==> config.mk <==
export PLATFORM = sky130hd
export DESIGN_NAME = three_channel_reload_down_timer_top
export DESIGN_NICKNAME = d
export VERILOG_FILES = /design/src/rtl/tcrdt_pkg.sv /design/src/rtl/three_channel_reload_down_timer_top.sv
export VERILOG_INCLUDE_DIRS = /design/src /design/src/rtl
export SDC_FILE = /design/constraint.sdc
export NUM_CORES = 1
export LEC_CHECK = 0
export ABC_AREA = 0
export BUFFER_PORTS_ARGS = -buffer_cell sky130_fd_sc_hd__buf_2
export CAP_MARGIN = 15
export CORE_UTILIZATION = 35
export CTS_BUF_LIST = sky130_fd_sc_hd__clkbuf_8
export DETAILED_ROUTE_END_ITERATION = 6
export SLEW_MARGIN = 5
export SYNTH_ARGS = -nofsm -noshare
export SYNTH_HDL_FRONTEND = slang
export SYNTH_SLANG_ARGS = --single-unit
==> constraint.sdc <==
create_clock -name clk -period 4.65 [get_ports clk]
set_clock_uncertainty 0.1 [all_clocks]
set_input_delay 0.2325 -clock clk [delete_from_list [all_inputs] [get_ports clk]]
set_output_delay 0.2325 -clock clk [all_outputs]
set_load 0.005 [all_outputs]
==> src/rtl/three_channel_reload_down_timer_top_macros.svh <==
// ---------------------------------------------------------------------------
// Assertion macros for the reload down-timer bank
// Clocked implication checks that vanish from synthesis builds.
// ---------------------------------------------------------------------------
`ifndef THREE_CHANNEL_RELOAD_DOWN_TIMER_TOP_MACROS_SVH
`define THREE_CHANNEL_RELOAD_DOWN_TIMER_TOP_MACROS_SVH

`ifndef SYNTHESIS
// same-cycle implication
`define TCRDT_ASSERT_IMP(label, clk, rst_n, ante, cons) \
    label: assert property (@(posedge clk) disable iff (!rst_n) (ante) |-> (cons)) \
        else $error("timer bank check failed");
// next-cycle implication
`define TCRDT_ASSERT_NEXT(label, clk, rst_n, ante, cons) \
    label: assert property (@(posedge clk) disable iff (!rst_n) (ante) |=> (cons)) \
        else $error("timer bank check failed");
`else
`define TCRDT_ASSERT_IMP(label, clk, rst_n, ante, cons)
`define TCRDT_ASSERT_NEXT(label, clk, rst_n, ante, cons)
`endif

`endif

==> src/rtl/tcrdt_pkg.sv <==
// ---------------------------------------------------------------------------
// Reload down-timer bank package
// Transaction types, operation codes, register offsets and bit positions.
// ---------------------------------------------------------------------------
package tcrdt_pkg;

    // default sizing
    localparam int DEF_CHANNELS    = 3;
    localparam int DEF_COUNT_WIDTH = 32;

    // operation codes
    localparam logic [1:0] OP_TICK  = 2'd0;
    localparam logic [1:0] OP_WRITE = 2'd1;
    localparam logic [1:0] OP_READ  = 2'd2;

    // register map
    localparam logic [5:0] OFF_TOCR    = 6'h00;
    localparam logic [5:0] OFF_TSTR    = 6'h04;
    localparam int         OFF_CH_BASE = 8;
    localparam int         CH_STRIDE   = 12;
    localparam int         REL_TCOR    = 0;
    localparam int         REL_TCNT    = 4;
    localparam int         REL_TCR     = 8;

    // control word bits
    localparam int MODE_W        = 3;
    localparam int ENABLE_BIT    = 5;
    localparam int UNDERFLOW_BIT = 8;
    localparam int CLEAR_BIT     = 9;
    localparam int CTRL_W        = 16;
    localparam int TOCR_W        = 8;

    localparam logic [MODE_W-1:0] MODE_MAX = 3'd4;

    // divider
    localparam int              PRESCALE_W  = 12;
    localparam int              SHIFT_W     = 4;
    localparam logic [SHIFT_W-1:0] SHIFT_RESET = 4'd4;

    localparam int DATA_W = 32;

    typedef struct packed {
        logic [1:0]        operation;
        logic [5:0]        reg_offset;
        logic [DATA_W-1:0] write_value;
    } tcrdt_req_t;

    typedef struct packed {
        logic [DATA_W-1:0] read_value;
        logic              read_ok;
        logic              irq_channel0;
        logic              irq_channel1;
        logic              irq_channel2;
    } tcrdt_rsp_t;

endpackage

==> src/rtl/three_channel_reload_down_timer_top.sv <==
// ---------------------------------------------------------------------------
// Three-channel reload down-timer bank
// Register bank of down-counters sharing a prescaler, one transaction per cycle unless the result is stalled.
// ---------------------------------------------------------------------------
// Usage:
//   req channel (req_valid / req_stall / req) carries one transaction: a clock
//   tick, a register write or a register read. rsp channel (rsp_valid /
//   rsp_stall / rsp) returns exactly one result per request: read data, the
//   read status and the three interrupt request levels after the transaction.
//   A request accepted into the input register is executed as it leaves
//   that register, when its result is loaded into the result register.
//   One transaction per cycle while no result is stalled, with a single pass
//   of tick, write and read logic between input and result register.
//   A stalled result holds the result register; the input register keeps
//   its transaction and req_stall rises only while both registers are full,
//   so the bank never executes a transaction whose result cannot be held.
//   Reset (rst_n low, asynchronous) empties both registers and loads counts
//   and reloads with all ones, control words and start bits with zero, the
//   dividers with sixteen ticks and the prescaler with zero.
// ---------------------------------------------------------------------------
`include "three_channel_reload_down_timer_top_macros.svh"

module three_channel_reload_down_timer_top
    import tcrdt_pkg::*;
#(
    parameter int CHANNELS    = DEF_CHANNELS,
    parameter int COUNT_WIDTH = DEF_COUNT_WIDTH
)
(
    input  logic       clk,
    input  logic       rst_n,
    input  logic       req_valid,
    output logic       req_stall,
    input  tcrdt_req_t req,
    output logic       rsp_valid,
    input  logic       rsp_stall,
    output tcrdt_rsp_t rsp
);

    localparam int IRQ_OUT = 3;

    // pipeline registers
    logic       s1_valid_reg;
    logic       s1_valid_next;
    tcrdt_req_t s1_reg;
    logic       rsp_valid_reg;
    logic       rsp_valid_next;
    tcrdt_rsp_t rsp_reg;
    tcrdt_rsp_t rsp_next;

    // bank state
    logic [COUNT_WIDTH-1:0] count_reg  [CHANNELS];
    logic [COUNT_WIDTH-1:0] count_next [CHANNELS];
    logic [COUNT_WIDTH-1:0] reload_reg [CHANNELS];
    logic [COUNT_WIDTH-1:0] reload_next[CHANNELS];
    logic [CTRL_W-1:0]      ctrl_reg   [CHANNELS];
    logic [CTRL_W-1:0]      ctrl_next  [CHANNELS];
    logic [SHIFT_W-1:0]     div_reg    [CHANNELS];
    logic [SHIFT_W-1:0]     div_next   [CHANNELS];
    logic [CHANNELS-1:0]    start_reg;
    logic [CHANNELS-1:0]    start_next;
    logic [TOCR_W-1:0]      tocr_reg;
    logic [TOCR_W-1:0]      tocr_next;
    logic [PRESCALE_W-1:0]  prescale_reg;
    logic [PRESCALE_W-1:0]  prescale_next;

    logic                   advance;
    logic                   accept;
    logic                   fire;
    logic [CHANNELS-1:0]    irq_cur;
    logic [CHANNELS-1:0]    irq_new;
    logic [CHANNELS+IRQ_OUT-1:0] irq_cur_pad;
    logic [CHANNELS+IRQ_OUT-1:0] irq_new_pad;

    // handshake
    assign advance   = !rsp_valid_reg || !rsp_stall;
    assign req_stall = s1_valid_reg && !advance;
    assign accept    = req_valid && !req_stall;
    assign fire      = s1_valid_reg && advance;
    assign rsp_valid = rsp_valid_reg;
    assign rsp       = rsp_reg;

    assign s1_valid_next  = accept ? 1'b1 : (advance ? 1'b0 : s1_valid_reg);
    assign rsp_valid_next = fire ? 1'b1 : (rsp_stall ? rsp_valid_reg : 1'b0);

    // execute one transaction against the bank
    always_comb
    begin
        logic [PRESCALE_W-1:0]  span;
        logic [COUNT_WIDTH-1:0] dec;
        logic [CTRL_W-1:0]      tcr;
        logic [7:0]             off;

        span = '0;
        dec  = '0;
        tcr  = '0;
        off  = {2'b00, s1_reg.reg_offset};

        count_next    = count_reg;
        reload_next   = reload_reg;
        ctrl_next     = ctrl_reg;
        div_next      = div_reg;
        start_next    = start_reg;
        tocr_next     = tocr_reg;
        prescale_next = prescale_reg;

        rsp_next            = '0;
        rsp_next.read_ok    = 1'b1;

        case (s1_reg.operation)
            OP_TICK:
            begin
                prescale_next = prescale_reg + 1'b1;
                for (int c = 0; c < CHANNELS; c++)
                begin
                    span = PRESCALE_W'((16'd1 << div_reg[c]) - 16'd1);
                    dec  = count_reg[c] - 1'b1;
                    if (start_reg[c])
                    begin
                        if (count_reg[c] == '0)
                        begin
                            count_next[c]                = reload_reg[c];
                            ctrl_next[c][UNDERFLOW_BIT]  = 1'b1;
                        end
                        else if ((prescale_next & span) == '0)
                        begin
                            if (dec == '0)
                            begin
                                count_next[c]               = reload_reg[c];
                                ctrl_next[c][UNDERFLOW_BIT] = 1'b1;
                            end
                            else
                            begin
                                count_next[c] = dec;
                            end
                        end
                    end
                end
            end
            OP_WRITE:
            begin
                if (s1_reg.reg_offset == OFF_TOCR)
                begin
                    tocr_next = s1_reg.write_value[TOCR_W-1:0];
                end
                else if (s1_reg.reg_offset == OFF_TSTR)
                begin
                    start_next = s1_reg.write_value[CHANNELS-1:0];
                end
                else
                begin
                    tcr = s1_reg.write_value[CTRL_W-1:0];
                    // flag and clear bit together drop the upper byte
                    if (tcr[UNDERFLOW_BIT] && tcr[CLEAR_BIT])
                    begin
                        tcr = {8'h00, tcr[7:0]};
                    end
                    for (int c = 0; c < CHANNELS; c++)
                    begin
                        if (off == 8'(OFF_CH_BASE + CH_STRIDE * c + REL_TCOR))
                        begin
                            reload_next[c] = s1_reg.write_value[COUNT_WIDTH-1:0];
                        end
                        else if (off == 8'(OFF_CH_BASE + CH_STRIDE * c + REL_TCNT))
                        begin
                            count_next[c] = s1_reg.write_value[COUNT_WIDTH-1:0];
                        end
                        else if (off == 8'(OFF_CH_BASE + CH_STRIDE * c + REL_TCR))
                        begin
                            ctrl_next[c] = tcr;
                            // reserved modes keep the old divider
                            if (tcr[MODE_W-1:0] <= MODE_MAX)
                            begin
                                div_next[c] = {tcr[MODE_W-1:0], 1'b0} + SHIFT_RESET;
                            end
                        end
                    end
                end
            end
            OP_READ:
            begin
                rsp_next.read_ok = 1'b0;
                if (s1_reg.reg_offset == OFF_TSTR)
                begin
                    rsp_next.read_value = DATA_W'(start_reg);
                    rsp_next.read_ok    = 1'b1;
                end
                for (int c = 0; c < CHANNELS; c++)
                begin
                    if (off == 8'(OFF_CH_BASE + CH_STRIDE * c + REL_TCNT))
                    begin
                        rsp_next.read_value = DATA_W'(count_reg[c]);
                        rsp_next.read_ok    = 1'b1;
                    end
                end
            end
            default:
            begin
                rsp_next.read_ok = 1'b1;
            end
        endcase

        // interrupt levels after the transaction
        for (int c = 0; c < CHANNELS; c++)
        begin
            irq_new[c] = ctrl_next[c][UNDERFLOW_BIT] && ctrl_next[c][ENABLE_BIT];
            irq_cur[c] = ctrl_reg[c][UNDERFLOW_BIT] && ctrl_reg[c][ENABLE_BIT];
        end
        irq_new_pad = {{IRQ_OUT{1'b0}}, irq_new};
        irq_cur_pad = {{IRQ_OUT{1'b0}}, irq_cur};
        rsp_next.irq_channel0 = irq_new_pad[0];
        rsp_next.irq_channel1 = irq_new_pad[1];
        rsp_next.irq_channel2 = irq_new_pad[2];
    end

    // pipeline control
    always_ff @(posedge clk or negedge rst_n)
    begin
        if (!rst_n)
        begin
            s1_valid_reg  <= 1'b0;
            rsp_valid_reg <= 1'b0;
        end
        else
        begin
            s1_valid_reg  <= s1_valid_next;
            rsp_valid_reg <= rsp_valid_next;
        end
    end

    // payload registers
    always_ff @(posedge clk)
    begin
        if (accept)
        begin
            s1_reg <= req;
        end
        if (fire)
        begin
            rsp_reg <= rsp_next;
        end
    end

    // bank state registers
    always_ff @(posedge clk or negedge rst_n)
    begin
        if (!rst_n)
        begin
            for (int c = 0; c < CHANNELS; c++)
            begin
                count_reg[c]  <= '1;
                reload_reg[c] <= '1;
                ctrl_reg[c]   <= '0;
                div_reg[c]    <= SHIFT_RESET;
            end
            start_reg    <= '0;
            tocr_reg     <= '0;
            prescale_reg <= '0;
        end
        else if (fire)
        begin
            count_reg    <= count_next;
            reload_reg   <= reload_next;
            ctrl_reg     <= ctrl_next;
            div_reg      <= div_next;
            start_reg    <= start_next;
            tocr_reg     <= tocr_next;
            prescale_reg <= prescale_next;
        end
    end

    // checks
    `TCRDT_ASSERT_IMP(a_stall_when_full, clk, rst_n, s1_valid_reg && rsp_valid_reg && rsp_stall, req_stall)
    `TCRDT_ASSERT_NEXT(a_prescale_tick_only, clk, rst_n, !(fire && s1_reg.operation == OP_TICK), $stable(prescale_reg))
    `TCRDT_ASSERT_IMP(a_irq0_tracks, clk, rst_n, rsp_valid_reg, rsp_reg.irq_channel0 == irq_cur_pad[0])
    `TCRDT_ASSERT_IMP(a_irq1_tracks, clk, rst_n, rsp_valid_reg, rsp_reg.irq_channel1 == irq_cur_pad[1])

endmodule
==> results.toml, run 1 <==
[sta]
max_clock_freq_mhz = 233.1
hold_viol = 0
min_period_over_period = 0.9227
slew_headroom = 0.3052
slew_viol_final = 0
tightest_slew_ps = 1042
setup_viol = 0
final.setup.tns_ps = 0
timing.hold.ws_ps = 156.9
min_period_ps = 4291
rsz0062_at_grt = "no"

[worst_setup_path]
worst_ep_arrival_time_ps = 4690
crit_path_end_kind = "flop"
max_stage_delay_ps = 830
critPathSlowestCell = "or4_1"
path_cells = "inv_1 -> ha_1 -> nor4b_1 -> nand2_1 -> buf_4 -> o31a_1 -> a2111oi_2 -> nand4_1 -> or4_1 -> o21ai_1 -> a21oi_1 -> nor3b_1"
critical_path_buf_inv_count = 2
critPathRequiredTime_ps = 5050
path_class = "flop to flop"
cp_max_fo = 10
startpoint_type = "flop"
cp_top_family = "simple AND/OR/NAND/NOR gates"

[finish]
nFillCells = 4888
instances_no_fill = 2591
num-nets-final = 1933
mostFrequentLayoutCells = "dfstp_2, nand2_1, nor2_1"
drive_above_1_share = 0.2736
final_common_cell = "dfstp_2"
synthToLayoutAreaGrowth_pct = 15.13
fin_util = 0.4075
final_area_um2 = 19910

[outcome]
status = "finished clean"

[routing]
avgViaCountPerCell = 5.802
vias = 15030
drcViolationCount = 0
wl_per_cell_um = 22.36
drt_iter0_markers = 1530
ant_nets = 0
wl_mm = 57.94
dr.pass1.iters = 5

[cts]
clkSlewWorstSetupHoldPaths_ps = 70
clock_latency_ps = 670
cts_setup_buffers = 0
clockRootBuffer = "clkbuf_8"
postCtsHoldBufs = 44
cts_tree = "yes"
clock_sinks = 300
cts_resized = 0
cts-buffers-inserted = 56
htreeDepth = 2
cts.path.max_buffers = 3

[logic_synthesis]
syn_inst = 1793
yosysSeqAreaShare = 0.4703
synth_edf_count = 76
synth_seq_cells = 300
synth_cell_types = 81
synth_warnings = 0
synth_area_um2 = 17290
synth_top_flop_cell = "dfstp_2"
synthArstFlopShare = 0.7467
postSynthAreaPerCell_um2 = 9.643
synth_nets = 1847

[global_route]
overflow = 0
grt_usage = 0.2291
grt_pass1_wl_mm = 88.14
grt_max_degree = 122
antenna_found_initial = 1
grt_pass1_vias = 14230

[pwr]
ir_drop_mv = 0.2545
powerDensity_nw_per_um2 = 352.7
p_leak_nw = 7.504

[die]
io_pins = 82
die_w_um = 224.3
die-area_um2 = 50290
start_util = 0.3540
rows = 81
die_h_um = 224.3
core_um2 = 48850

[run]
drv_cap = 0

[place]
hpwl_mm = 40.47
numPlacedInstances = 2441
portBuffers = 81
place_congestion = 0.9410
placed_area_um2 = 18390

[hold_path]
hold_path_class = "input pin to async pin"
## synthesized netlist by cell type (7+ instances only)
master	instances	share of area
dfstp_2	195	0.30
buf_2	11	0.0032
and3_1	9	0.0033
or2_2	8	0.0029
nand4b_1	8	0.0041
nor2_1	157	0.034
o31ai_1	13	0.0056
nor3_1	71	0.021
a211oi_1	14	0.0061
xor2_1	32	0.016
edfxtp_1	76	0.13
o21ai_0	89	0.026
a21oi_1	128	0.037
nor4b_1	8	0.0041
and2_1	7	0.0025
nand3_1	33	0.0096
o221ai_1	47	0.024
mux2i_1	21	0.012
nand2b_1	18	0.0065
a311oi_1	9	0.0046
a22oi_1	36	0.016
nand2_1	185	0.040
clkbuf_1	112	0.024
or3_1	28	0.010
a31oi_1	16	0.0058
nor2b_1	9	0.0033
or4_1	19	0.0082
ha_1	10	0.0072
nor4_1	35	0.013
xnor2_1	52	0.026
dfrtp_1	29	0.042
o21ai_1	12	0.0035
nand4_1	22	0.0080
inv_1	38	0.0082
mux2_2	106	0.069
nor3b_1	11	0.0048
## worst paths after layout
check	start	endpoint	slack, ps	cells after the start
worst min-delay path	rst_n	ctrl_reg[5]$_DFFE_PN0P_	160	2
worst max-delay path	count_reg[64]$_DFFE_PN1P_	rsp[2]$_DFFE_PP_	360	12
max in group asynchronous	rst_n	count_reg[92]$_DFFE_PN1P_	3190	3
worst min register to register	s1_valid_reg$_DFFE_PN0P_	rsp_valid$_DFFE_PN0P_	380	1
worst max register to register	count_reg[64]$_DFFE_PN1P_	rsp[2]$_DFFE_PP_	360	12
min in group clk	req[18]	s1_reg[18]$_DFFE_PP_	180	2
## layer usage
layer	wire (µm)	vias to the layer above	share of wire	GRT usage
li1	-	6832	-	-
met1	25870	7510	0.45	0.3226
met2	26430	580	0.46	0.3577
met3	3972	110	0.069	0.03932
met4	1668	0	0.029	0.07285
met5	0	-	0	0
## cells by family after synthesis
group,count (synthesis),synth area share
flip-flops,300,0.4703
multiplexers,129,0.08249
AO/OA/AOI/OAI,442,0.1684
buffers and inverters,176,0.04226
adder cells (fa/ha/maj),10,0.007236
XOR/XNOR,84,0.04255
AND/OR/NAND/NOR,652,0.1868
## worst reg2reg max path: stages, from the launching register on
cell and delay (ps):
dfstp_2 420, inv_1 90, ha_1 270, nor4b_1 700, nand2_1 100, buf_4 210, o31a_1 280, a2111oi_2 330
nand4_1 230, or4_1 830, o21ai_1 250, a21oi_1 110, nor3b_1 210
## per-stage QoR
stage	worst slack, ps	power, mW
after global routing	109.1	7.322
after floorplan	758.8	3.952
after CTS	419.7	7.064
after detailed placement	449.0	4.472
final	359.4	7.020
after global placement	536.0	4.460
## power by group
| group | leakage (nW) | internal (mW) | switching, mW |
|---|---|---|---|
| registers | 3.13 | 2.95 | 0.250 |
| clock network | 0.606 | 1.32 | 1.22 |
| logic | 3.77 | 0.490 | 0.802 |
## layout make-up
class                      instances  area (µm²)  share of cell area
sequential                       300        8132              0.4085
inverter                          38       142.6            0.007165
antenna                            1       2.502           0.0001257
clock inverter                    48       292.8             0.01471
multi-input combinational       1317        8496              0.4268
timing repair buffer             166        1226             0.06160
tap                              664       830.8             0.04173
clock buffer                      57       784.5             0.03941
Power figures use the tool's default switching activity.
==> inputs of run 2 (changes only) <==
--- a/config.mk
+++ b/config.mk
@@ -7,7 +7,7 @@
 export NUM_CORES = 1
 export LEC_CHECK = 0
 export ABC_AREA = 0
-export BUFFER_PORTS_ARGS = -buffer_cell sky130_fd_sc_hd__buf_2
+export BUFFER_PORTS_ARGS = -buffer_cell sky130_fd_sc_hd__clkbuf_2
 export CAP_MARGIN = 15
 export CORE_UTILIZATION = 35
 export CTS_BUF_LIST = sky130_fd_sc_hd__clkbuf_8
==> run 2 against run 1 <==
  * Sequential power hardly changed
  * Design area up 0.30%
  * Register-to-register slack better by 40 ps
  * Critical path depth shrank 1
  * Global-route usage about the same
  * Die area is the same
  * Highest routed layer unchanged
==> results.toml, run 2 (synthesis results as in run 1) <==
[global_route]
antenna_found_initial = 1
grt_max_degree = 123
grt_pass1_wl_mm = 88.75
overflow = 0
grt_usage = 0.2293
grt_pass1_vias = 14530

[outcome]
status = "finished clean"

[pwr]
p_leak_nw = 7.549
power_mw = 7.099
ir_drop_mv = 0.2778
powerDensity_nw_per_um2 = 355.6

[die]
die-area_um2 = 50290
start_util = 0.3540
die_h_um = 224.3
core_um2 = 48850
rows = 81
die_w_um = 224.3
io_pins = 82

[sta]
min_period_ps = 4249
timing.hold.ws_ps = 197.1
slew_viol_final = 0
final.setup.tns_ps = 0
tightest_slew_ps = 1071
worst_slack_ps = 400.8
max_clock_freq_mhz = 235.3
slew_headroom = 0.2861
rsz0062_at_grt = "no"
hold_viol = 0
min_period_over_period = 0.9138
setup_viol = 0

[routing]
dr.pass1.iters = 5
ant_nets = 0
wl_mm = 57.81
drcViolationCount = 0
vias = 15060
wl_per_cell_um = 22.35
avgViaCountPerCell = 5.823
drt_iter0_markers = 1362

[place]
dp_slack_ps = 297.8
numPlacedInstances = 2443
placed_area_um2 = 18400
portBuffers = 81
place_congestion = 0.9334
hpwl_mm = 41.07

[finish]
drive_above_1_share = 0.2767
num-nets-final = 1932
mostFrequentLayoutCells = "dfstp_2, nand2_1, nor2_1"
fin_util = 0.4087
n_antenna_cell = 0
final_area_um2 = 19970
synthToLayoutAreaGrowth_pct = 15.47
final_common_cell = "dfstp_2"
nFillCells = 4860
instances_no_fill = 2587

[worst_setup_path]
path_class = "flop to flop"
cp_max_fo = 10
worst_ep_arrival_time_ps = 4640
critPathRequiredTime_ps = 5040
crit_path_end_kind = "flop"
startpoint_type = "flop"

[cts]
cts.path.max_buffers = 3
cts-buffers-inserted = 53
clkSlewWorstSetupHoldPaths_ps = 70
clock_latency_ps = 650
cts_setup_buffers = 0
clock_sinks = 300
cts_tree = "yes"
clockRootBuffer = "clkbuf_8"
htreeDepth = 2

[run]
drv_cap = 0

[hold_path]
hold_path_class = "input pin to flop"
## run 2: worst paths after layout
path / cells after the start / startpoint / end / slack, ps
worst max-delay path: 11 / count_reg[64]$_DFFE_PN1P_ / rsp[2]$_DFFE_PP_ / 400
worst min register to register: 2 / reload_reg[51]$_DFFE_PN1P_ / count_reg[51]$_DFFE_PN1P_ / 380
min in group asynchronous: 2 / rst_n / start_reg[0]$_DFFE_PN0P_ / 230
worst min-delay path: 2 / req[29] / s1_reg[29]$_DFFE_PP_ / 200
worst max register to register: 11 / count_reg[64]$_DFFE_PN1P_ / rsp[2]$_DFFE_PP_ / 400
max in group asynchronous: 3 / rst_n / reload_reg[0]$_DFFE_PN1P_ / 3170
## run 2: timing repair
item,CTS,global route
endpoints found under the setup margin,0,5
hold buffers,44,0
hold endpoints to repair,46,0
gates resized for setup,0,1
## run 2: layout make-up
class | instances | area [µm²] | area share
multi-input cells | 1317 | 8502 | 0.4258
flip-flops and latches | 300 | 8132 | 0.4073
repair buffers | 168 | 1241 | 0.06217
well taps | 664 | 830.8 | 0.04161
clock buffers | 55 | 757.0 | 0.03791
clock inverters | 45 | 360.3 | 0.01805
inverters | 38 | 142.6 | 0.007144
## run 2: critical path, stage by stage (launching register included)
cell       delay, ps
dfstp_2          410
inv_1             90
ha_1             270
or4b_4           540
or4b_1           480
a211o_1          280
a2111oi_2        300
nand4_1          240
or4_1            810
o21ai_1          230
a21oi_1          100
nor3b_1          210
## run 2: power breakdown
part	switching, mW	leakage [nW]	internal, mW	total, mW
Combinational	0.792	3.79	0.490	1.28
Clock	1.18	0.630	1.44	2.62
Sequential	0.251	3.13	2.95	3.20
## run 2: metal layers
metal	track usage	part of all wire	wire (µm)	vias up
li1	-	-	-	6831
met1	0.3206	0.44	25450	7543
met2	0.3635	0.46	26590	583
met3	0.03396	0.072	4162	106
met4	0.07571	0.028	1617	0
met5	0	0	0	-
==> inputs of run 3 (changes only) <==
--- a/config.mk
+++ b/config.mk
@@ -12,6 +12,7 @@
 export CORE_UTILIZATION = 35
 export CTS_BUF_LIST = sky130_fd_sc_hd__clkbuf_8
 export DETAILED_ROUTE_END_ITERATION = 6
+export REMOVE_ABC_BUFFERS = 1
 export SLEW_MARGIN = 5
 export SYNTH_ARGS = -nofsm -noshare
 export SYNTH_HDL_FRONTEND = slang
==> constraint.sdc (replaced) <==
create_clock -name clk -period 4.66 [get_ports clk]
set_clock_uncertainty 0.1 [all_clocks]
set_input_delay 0.233 -clock clk [delete_from_list [all_inputs] [get_ports clk]]
set_output_delay 0.233 -clock clk [all_outputs]
set_load 0.005 [all_outputs]
==> run 3 against run 2 <==
  * Clock power increased by 9.5%
  * Die area unchanged
  * Largest power group unchanged
  * Maximum frequency decreased by 0.84%
  * Critical path type unchanged
  * Clock-buffer cell count increased by 8
  * Combinational power about the same
==> results.toml, run 3 (synthesis results as in run 1) <==
[outcome]
status = "finished clean"

[worst_setup_path]
critPathSlowestCell = "or4_1"
max_stage_delay_ps = 850
crit_path_end_kind = "flop"
critPathRequiredTime_ps = 5040
cp_max_fo = 10
worst_ep_arrival_time_ps = 4670
path_cells = "inv_1 -> ha_1 -> or4b_4 -> or4b_1 -> a211o_1 -> a2111oi_2 -> nand4_1 -> or4_1 -> o21ai_1 -> a21oi_1 -> nor3b_1"
reg2regPathDepth = 11
critical_path_buf_inv_count = 1
cp_top_family = "simple AND/OR/NAND/NOR gates"
startpoint_type = "flop"
path_class = "flop to flop"
crit_cells = 11

[cts]
clockRootBuffer = "clkbuf_8"
clkSlewWorstSetupHoldPaths_ps = 60
cts.path.max_buffers = 3
cts_setup_buffers = 0
cts-buffers-inserted = 54
clock_sinks = 300
htreeDepth = 2
clock_latency_ps = 650
cts_tree = "yes"

[place]
hpwl_mm = 41.02
placed_area_um2 = 18480
dp_slack_ps = 437.1
portBuffers = 81
place_congestion = 0.9633

[global_route]
grt_pass1_vias = 14640
overflow = 0
grt_max_degree = 125
grt_pass1_wl_mm = 90.55
grt_usage = 0.2355
antenna_found_initial = 2

[pwr]
p_int_mw = 5.110
power_switching_mw = 2.260
ir_drop_mv = 0.2311
clockPowerShare = 0.389
pwr-share-seq = 0.433
switching_share = 0.3067
p_comb_frac = 0.178
powerDensity_nw_per_um2 = 365.5
p_leak_nw = 7.646

[routing]
wl_per_cell_um = 22.82
drcViolationCount = 0
dr.pass1.iters = 7
ant_nets = 0
vias = 15060
wl_mm = 59.29
avgViaCountPerCell = 5.796
drt_iter0_markers = 1397

[sta]
tightest_slew_ps = 1059
slew_viol_final = 0
setup_viol = 0
hold_viol = 0
max_clock_freq_mhz = 233.4
min_period_over_period = 0.9196
rsz0062_at_grt = "no"
slew_headroom = 0.2915
worst_slack_ps = 374.9
min_period_ps = 4285

[finish]
fin_util = 0.4128
synthToLayoutAreaGrowth_pct = 16.63
final_area_um2 = 20170
multi_input_area_um2 = 8499
final_common_cell = "dfstp_2"
drive_above_1_share = 0.2804
register_area_um2 = 8132
mostFrequentLayoutCells = "dfstp_2, nand2_1, nor2_1"
num-nets-final = 1941
nFillCells = 4891

[die]
rows = 81
io_pins = 82
start_util = 0.3540
die_h_um = 224.3
die-area_um2 = 50290
die_w_um = 224.3
core_um2 = 48850

[hold_path]
hold_path_class = "input pin to async pin"

[run]
drv_cap = 0
==> run 3: changes by cell type in the layout (fill, tap and decap cells not counted), moves of 2 or more <==
cell	change
clkbuf_8	+8
bufinv_16	+2
clkinv_2	-8
buf_4	+7
==> run 3: cell type report <==
cell class                 instances  area share
multi-input combinational       1317      0.4215
inverter                          38    0.007073
tap                              664     0.04120
clock buffer                      63     0.04300
antenna                            1   0.0001241
timing repair buffer             176     0.06515
clock inverter                    39     0.01874
sequential                       300      0.4032
==> run 3: what timing repair did <==
action,in CTS,in global routing
gates resized for setup,0,0
endpoints found under the hold margin,77,0
hold buffers,44,0
==> run 3: path summary, 6_finish.rpt <==
kind | slack (ps) | from | to
max in group asynchronous | 3150 | rst_n | reload_reg[30]$_DFFE_PN1P_
min | 130 | rst_n | prescale_reg[10]$_DFFE_PN0P_
max reg2reg | 370 | count_reg[64]$_DFFE_PN1P_ | rsp[2]$_DFFE_PP_
min in group clk | 200 | req[14] | s1_reg[14]$_DFFE_PP_
min reg2reg | 380 | reload_reg[51]$_DFFE_PN1P_ | count_reg[51]$_DFFE_PN1P_
max | 370 | count_reg[64]$_DFFE_PN1P_ | rsp[2]$_DFFE_PP_
==> run 3: per-layer routing <==
layer  global-route usage  vias up  routed length, µm  share of wire
li1                     -     6837                  -              -
met1               0.3232     7563              26280           0.44
met2               0.3778      548              27430           0.46
met3              0.03174      111               3415          0.058
met4              0.08931        0               2168          0.037
met5                    0        -                  0              0
==> run 3: metrics by stage <==
| step | hold slack (ps) | total power [mW] | TNS [ps] | instances |
|---|---|---|---|---|
| finish | 128.5 | 7.370 | 0 | 2598 |
| global route | 182.1 | 7.667 | 0 | 2598 |
| CTS | 135.8 | 7.416 | 0 | 2597 |
| detailed placement | 245.9 | 4.488 | 0 | 2451 |
| global placement | 232.2 | 4.474 | 0 | 2451 |
| floorplan | -162.6 | 3.905 | -32280 | 1655 |
==> run 3: worst reg2reg max path: cells and delay by family (launching register included) <==
family / cells / cell delay [ps]
flip-flops: 1 / 410
AO/OA/AOI/OAI: 4 / 940
adder cells (fa/ha/maj): 1 / 260
AND/OR/NAND/NOR: 5 / 2320
buffers and inverters: 1 / 90
==> run 3: power by group through the flow <==
stage	Sequential (mW)	Combinational [mW]	Clock, mW
after floorplan	3.11	0.790	0
after global placement	3.22	1.26	0
after detailed placement	3.22	1.27	0
after CTS	3.18	1.31	2.93
after global routing	3.21	1.42	3.04
final	3.19	1.31	2.87
